### src/hw/rtl/nsq_pkg.sv
// shared types and constants of the nearest segment query block
package nsq_pkg;

    localparam logic ACT_WRITE = 1'b0;
    localparam logic ACT_QUERY = 1'b1;

    localparam logic [1:0] CFG_LINE_COUNT   = 2'd0;
    localparam logic [1:0] CFG_THRESHOLD_SQ = 2'd1;

    localparam int T_FRAC = 16;
    localparam logic [47:0] THRESHOLD_RESET = 48'd262144;

    typedef struct packed {
        logic wr;
        logic start;
        logic rd;
        logic load;
        logic mul;
        logic sum;
        logic clamp;
        logic div;
        logic err;
        logic rnd;
        logic sq;
        logic cmp;
        logic next;
        logic fin;
    } t_cmd;

    typedef struct packed {
        logic more;
        logic zero;
        logic dot_le0;
        logic dot_ge;
        logic out_free;
    } t_status;

endpackage

### src/hw/rtl/nsq_ctrl.sv
// sequencer that issues segment writes and walks the segment table for one query at a time
module nsq_ctrl (
    input  logic             i_clk,
    input  logic             i_rst_n,
    input  logic             i_valid,
    input  logic             i_action,
    output logic             o_stall,
    input  nsq_pkg::t_status i_status,
    output nsq_pkg::t_cmd    o_cmd
);

    localparam logic [3:0] S_IDLE  = 4'd0;
    localparam logic [3:0] S_CHECK = 4'd1;
    localparam logic [3:0] S_LOAD  = 4'd2;
    localparam logic [3:0] S_MUL   = 4'd3;
    localparam logic [3:0] S_SUM   = 4'd4;
    localparam logic [3:0] S_CLAMP = 4'd5;
    localparam logic [3:0] S_DIV   = 4'd6;
    localparam logic [3:0] S_ERR   = 4'd7;
    localparam logic [3:0] S_RND   = 4'd8;
    localparam logic [3:0] S_SQ    = 4'd9;
    localparam logic [3:0] S_CMP   = 4'd10;
    localparam logic [3:0] S_FIN   = 4'd11;
    localparam logic [3:0] S_READ  = 4'd12;

    logic [3:0] r_state, n_state;
    logic [3:0] r_step, n_step;
    logic       accept;

    assign o_stall = (r_state != S_IDLE);
    assign accept  = i_valid && !o_stall;

    always_comb begin
        n_state = r_state;
        n_step  = r_step;
        o_cmd   = '0;
        case (r_state)
            S_IDLE: begin
                if (accept && i_action == nsq_pkg::ACT_WRITE) begin
                    o_cmd.wr = 1'b1;
                end
                if (accept && i_action == nsq_pkg::ACT_QUERY) begin
                    o_cmd.start = 1'b1;
                    n_state = S_CHECK;
                end
            end
            S_CHECK: begin
                if (i_status.more) begin
                    o_cmd.rd = 1'b1;
                    n_state = S_READ;
                end else begin
                    n_state = S_FIN;
                end
            end
            S_READ: begin
                n_state = S_LOAD;
            end
            S_LOAD: begin
                o_cmd.load = 1'b1;
                n_state = S_MUL;
            end
            S_MUL: begin
                if (i_status.zero) begin
                    o_cmd.next = 1'b1;
                    n_state = S_CHECK;
                end else begin
                    o_cmd.mul = 1'b1;
                    n_state = S_SUM;
                end
            end
            S_SUM: begin
                o_cmd.sum = 1'b1;
                n_state = S_CLAMP;
            end
            S_CLAMP: begin
                o_cmd.clamp = 1'b1;
                n_step = '0;
                if (i_status.dot_le0 || i_status.dot_ge) begin
                    n_state = S_ERR;
                end else begin
                    n_state = S_DIV;
                end
            end
            S_DIV: begin
                o_cmd.div = 1'b1;
                n_step = r_step + 4'd1;
                if (r_step == 4'd15) begin
                    n_state = S_ERR;
                end
            end
            S_ERR: begin
                o_cmd.err = 1'b1;
                n_state = S_RND;
            end
            S_RND: begin
                o_cmd.rnd = 1'b1;
                n_state = S_SQ;
            end
            S_SQ: begin
                o_cmd.sq = 1'b1;
                n_state = S_CMP;
            end
            S_CMP: begin
                o_cmd.cmp = 1'b1;
                n_state = S_CHECK;
            end
            S_FIN: begin
                if (i_status.out_free) begin
                    o_cmd.fin = 1'b1;
                    n_state = S_IDLE;
                end
            end
            default: begin
                n_state = S_IDLE;
            end
        endcase
    end

    always_ff @(posedge i_clk) begin
        if (!i_rst_n) begin
            r_state <= S_IDLE;
            r_step  <= '0;
        end else begin
            r_state <= n_state;
            r_step  <= n_step;
        end
    end

endmodule

### config.mk
export PLATFORM = sky130hd
export DESIGN_NAME = nsq_ctrl
export DESIGN_NICKNAME = d
export VERILOG_FILES = /design/src/hw/rtl/nsq_pkg.sv /design/src/hw/rtl/nsq_ctrl.sv
export SDC_FILE = /design/constraint.sdc
export NUM_CORES = 1
export LEC_CHECK = 0
export BUFFER_PORTS_ARGS = -buffer_cell sky130_fd_sc_hd__buf_2
export CAP_MARGIN = 15
export CORE_AREA = 2 2 41 43
export DETAILED_ROUTE_END_ITERATION = 10
export DIE_AREA = 0 0 43 45
export PLACE_DENSITY = 0.75
export SETUP_SLACK_MARGIN = 0.3
export SYNTH_ARGS = -nofsm -noshare
export SYNTH_HDL_FRONTEND = slang
export SYNTH_SLANG_ARGS = --single-unit
export TNS_END_PERCENT = 5
### constraint.sdc
create_clock -name i_clk -period 1.3 [get_ports i_clk]
set_input_delay 0.13 -clock i_clk [delete_from_list [all_inputs] [get_ports i_clk]]
set_output_delay 0.13 -clock i_clk [all_outputs]
set_load 0.03 [all_outputs]
=== Word level (Yosys, flattened, before mapping) ===
Index checks and enable logic that the tools add are counted.

* ROM bits: 0
* Logic and storage cells: 56
* Memories: 0
* Latch bits: 0
* Register bits after elaboration: 8
* Bits in writable memories: 0

* Div/mod/pow operators: 0
* Shift-type cells: 0
* Eq/ne operators: 16
* Muxes and demuxes: 27
* Reductions and logical operators: 9
* Add/sub/neg operators: 1
* Bitwise logic cells: 1
* Order comparisons: 0
* $mul: 0

{| class="wikitable"
|+ Operator list
! operator !! number
|-
| $pmux W4 S13 || 1
|-
| $eq A4 B4 Y1 const B || 6
|-
| $mux W1 || 19
|-
| $eq A4 B3 Y1 const B || 4
|-
| $mux W4 || 3
|-
| $eq A4 B2 Y1 const B || 2
|-
| $pmux W4 S2 || 1
|-
| $mux W3 || 2
|-
| $ne A2 B2 Y1 const B || 3
|-
| $add A4 B1 Y4 const B || 1
|-
| $eq A4 B1 Y1 const B || 1
|-
| $logic_not A4 Y1 || 1
|-
| $reduce_bool A4 Y1 || 1
|-
| $logic_and A1 B1 Y1 || 3
|-
| $reduce_and A3 Y1 || 1
|-
| $mux W2 || 1
|-
| $reduce_bool A2 Y1 || 1
|-
| $logic_not A1 Y1 || 1
|-
| $logic_or A1 B1 Y1 || 1
|-
| $not A1 Y1 || 1
|}

=== Longest topological paths before layout ===
* Depth after elaboration: 6
* Mapped depth: 6
* Mapped depth without buffers: 5

=== Worst setup path after synthesis ===
Ideal clock, no wire load.

* Path kind: reg-to-reg
* From: register r_state[3]
* To: register r_state[2]
* Clock period less this slack: 1.827 ns
* Slack: -0.527 ns
* Required time: 1.237 ns
* Cell stages (with the launch flop): 4
* Arrival time: 1.764 ns
* Path through: dfxtp_1 buf_2 nor4_1 o31a_1

* Cells in the longest elaborated chain, start to end: 6

{| class="wikitable"
|+ Ends and longest elaborated chain
! element !! line !! source
|-
| start, declared || nsq_ctrl.sv:26 || <nowiki>logic [3:0] r_state, n_state;</nowiki>
|-
| start signal, assigned || nsq_ctrl.sv:124 || <nowiki>r_state <= n_state;</nowiki>
|-
| $reduce_bool A4 Y1 || nsq_ctrl.sv:30 || <nowiki>assign o_stall = (r_state != S_IDLE);</nowiki>
|-
| $logic_not A1 Y1 || nsq_ctrl.sv:31 || <nowiki>assign accept = i_valid && !o_stall;</nowiki>
|-
| $logic_and A1 B1 Y1 || nsq_ctrl.sv:31 ||
|-
| $logic_and A1 B1 Y1 || nsq_ctrl.sv:42 || <nowiki>if (accept && i_action == nsq_pkg::ACT_QUERY) begin</nowiki>
|-
| $ne A2 B2 Y1 (no source line) || n/a ||
|-
| $reduce_and A3 Y1 (no source line) || n/a ||
|}

Parallel ways exist; a longest one is shown, timed or not.
A chain may end at the register's enable or synchronous reset.

==> reports/metrics.yaml <==
run_status:
  status: "finished, violations left"
  violations: "setup timing"
floorplanning:
  core_sq_um: 1471
  rows: 14
  die_w_um: 43
  die_area_sq_um: 1935
  die_h_um: 45
  io_pins: 24
  initial_core_util: 0.4447
sta:
  finalCritPeriodShare: 1.141
  setup_ws_ns: -0.1833
  setup_viol: 15
  period_minus_slack_ns: 1.483
  rsz0062_at_grt: "true"
  max_freq_ghz: 0.6742
  slew_headroom: 0.8038
  finClkSkew_ns: 0.01314
  slew_viol_final: 0
  setup_tns_ns: -1.271
  hold_viol_final: 0
  worst_slew_pin_slew_ns: 0.2920
global_route:
  grt_usage: 0.2278
  grt_max_degree: 11
  grt_pass1_vias: 692
  grt_overflow_total: 0
  antenna_found_initial: 0
  grt_pass1_wl_um: 3201
synthesis:
  ys.flop_type: "dfxtp_1"
  ys_seq_elements: 8
  synth_cells: 90
  syn_area_sq_um: 654.4
  synth_area_per_cell_sq_um: 7.271
  yosys.cell_types.count: 39
  ys_seq_area_frac: 0.2447
  synth_edf_count: 0
  ys.warnings.count: 0
  synthArstFlopShare: 0
  synthesis.nets: 100
critical_path:
  crit_path_start: "r_state[0]"
  crit-reg2reg-launch: "r_state[2]"
  path_class: "flop to output port"
  cp.arrival_ns: 1.35
  worstSetupEndpointType: "output port"
  path_max_fanout: 7
  cp.required_ns: 1.17
  startpoint_type: "flop"
job:
  cap_violations: 0
clock_tree:
  h-tree-depth: 1
  clk_transition_reported_paths_ns: 0.07
  clock_path_buffers: 2
  cts_tree: "yes"
  clock-root-buffer: "clkbuf_4"
  clock_latency_ns: 0.26
  cts_sinks: 8
  cts_hold_buf: 0
  cts_made_buffers: 3
layout:
  fin_nets: 138
  drive_gt1_frac: 0.6032
  area_growth_pct: 75.53
  diodes: 0
  final-instance-count-excl-fill: 142
  layout_commonest_cell: "buf_6"
  layout_common_cells: "buf_6 (16), buf_4 (15), buf_2 (8), nand2_1 (7), nor2_4 (6)"
  fin_area_sq_um: 1149
placement:
  post-dp-hpwl_um: 1403
  place_ws_ns: -0.03797
  port_buffers: 23
  dp.cells: 135
  place_area_sq_um: 890.9
  gp_congestion: 0.9090
routing:
  drc: 0
  wire_per_inst_um: 16.03
  vias_per_cell: 5.859
  num_vias: 832
  wl_um: 2276
  final_antenna_net_count: 0
  dr.pass1.iters: 4
  dr.first_iter.drc_count: 26
hold_path:
  min_from: "i_rst_n"
  hold_path_class: "primary input to flop"
power_and_ir_drop:
  p_leak_nw: 0.4829
  irDropWorstVdd_mv: 1.861
  p_per_area_nw_per_um2: 2061
-- critical path, cell delays in order, from the launching register on --
cell and delay (ns):
dfxtp_4 0.38, nor4_4 0.35, nand2_1 0.12, nor2_2 0.11, buf_6 0.14
-- where the power goes --
part           leakage, nW  internal (W)  switching (W)
registers           0.0678      0.000320       0.000141
clock network       0.0138      0.000106      0.0000969
logic                0.401      0.000803       0.000900
total                0.483       0.00123        0.00114
-- what timing repair did --
item	in CTS	in global routing
hold endpoints to repair	0	0
resized for setup	49	16
pin swaps	9	7
setup endpoints to repair	23	23
setup buffers	3	1
-- Yosys cell counts (5+ instances only) --
| cell type | number | area, sq um |
|---|---|---|
| a21oi_1 | 5 | 25.02 |
| nand2_1 | 10 | 37.54 |
| nor3_1 | 6 | 30.03 |
| nor2_1 | 10 | 37.54 |
| inv_1 | 7 | 26.28 |
| dfxtp_1 | 8 | 160.2 |
| o21ai_0 | 5 | 25.02 |
-- per-stage QoR --
| stage | hold WS [ns] | util | total power [W] |
|---|---|---|---|
| after global routing | 0.1805 | 0.7806 | 0.002467 |
| after floorplan | 0.3091 | - | 0.001233 |
| final | 0.1693 | 0.7806 | 0.002367 |
| after global placement | 0.4551 | 0.6054 | 0.001555 |
| after CTS | 0.1753 | 0.7338 | 0.002160 |
| after detailed placement | 0.4522 | 0.6054 | 0.001576 |
-- path summary, 6_finish.rpt --
| path | endpoint | slack, ns | cells after the start |
|---|---|---|---|
| max reg2reg | r_state[0] | -0.08 | 5 |
| min | r_state[3] | 0.17 | 2 |
| min reg2reg | r_step[3] | 0.61 | 2 |
| max | o_cmd[13] | -0.18 | 4 |
-- cell families (layout without fill, tap and decap cells) --
family | count (synthesis) | after routing | synth area share
AOI/OAI and AO/OA | 25 | 25 | 0.2543
adders and majority gates | 2 | 2 | 0.03632
buffers and inverters | 14 | 50 | 0.1243
DFF | 8 | 8 | 0.2447
muxes | 1 | 1 | 0.01530
and+or+nand+nor | 40 | 40 | 0.3251
-- flip-flops by register name, indices dropped and copies added (netlist names) --
register and cells:
r_step 4, r_state 4
-- metal layers --
layer,GRT usage,part of all wire,wire [um],vias to the layer above
li1,-,-,-,394
met1,0.2765,0.38,866,393
met2,0.4152,0.55,1252,35
met3,0.03600,0.055,126,10
met4,0.07273,0.014,31,0
met5,0,0,0,-
-- area by class of cell --
| type | count | area, sq um |
|---|---|---|
| Tap cell | 16 | 20.02 |
| Fill cell | 102 | 322.8 |
| Clock buffer | 3 | 22.52 |
| Sequential cell | 8 | 175.2 |
| Timing Repair Buffer | 40 | 347.8 |
| Multi-Input combinational cell | 68 | 554.3 |
| Inverter | 7 | 28.78 |
No activity file was read; power rests on OpenSTA's default activity.
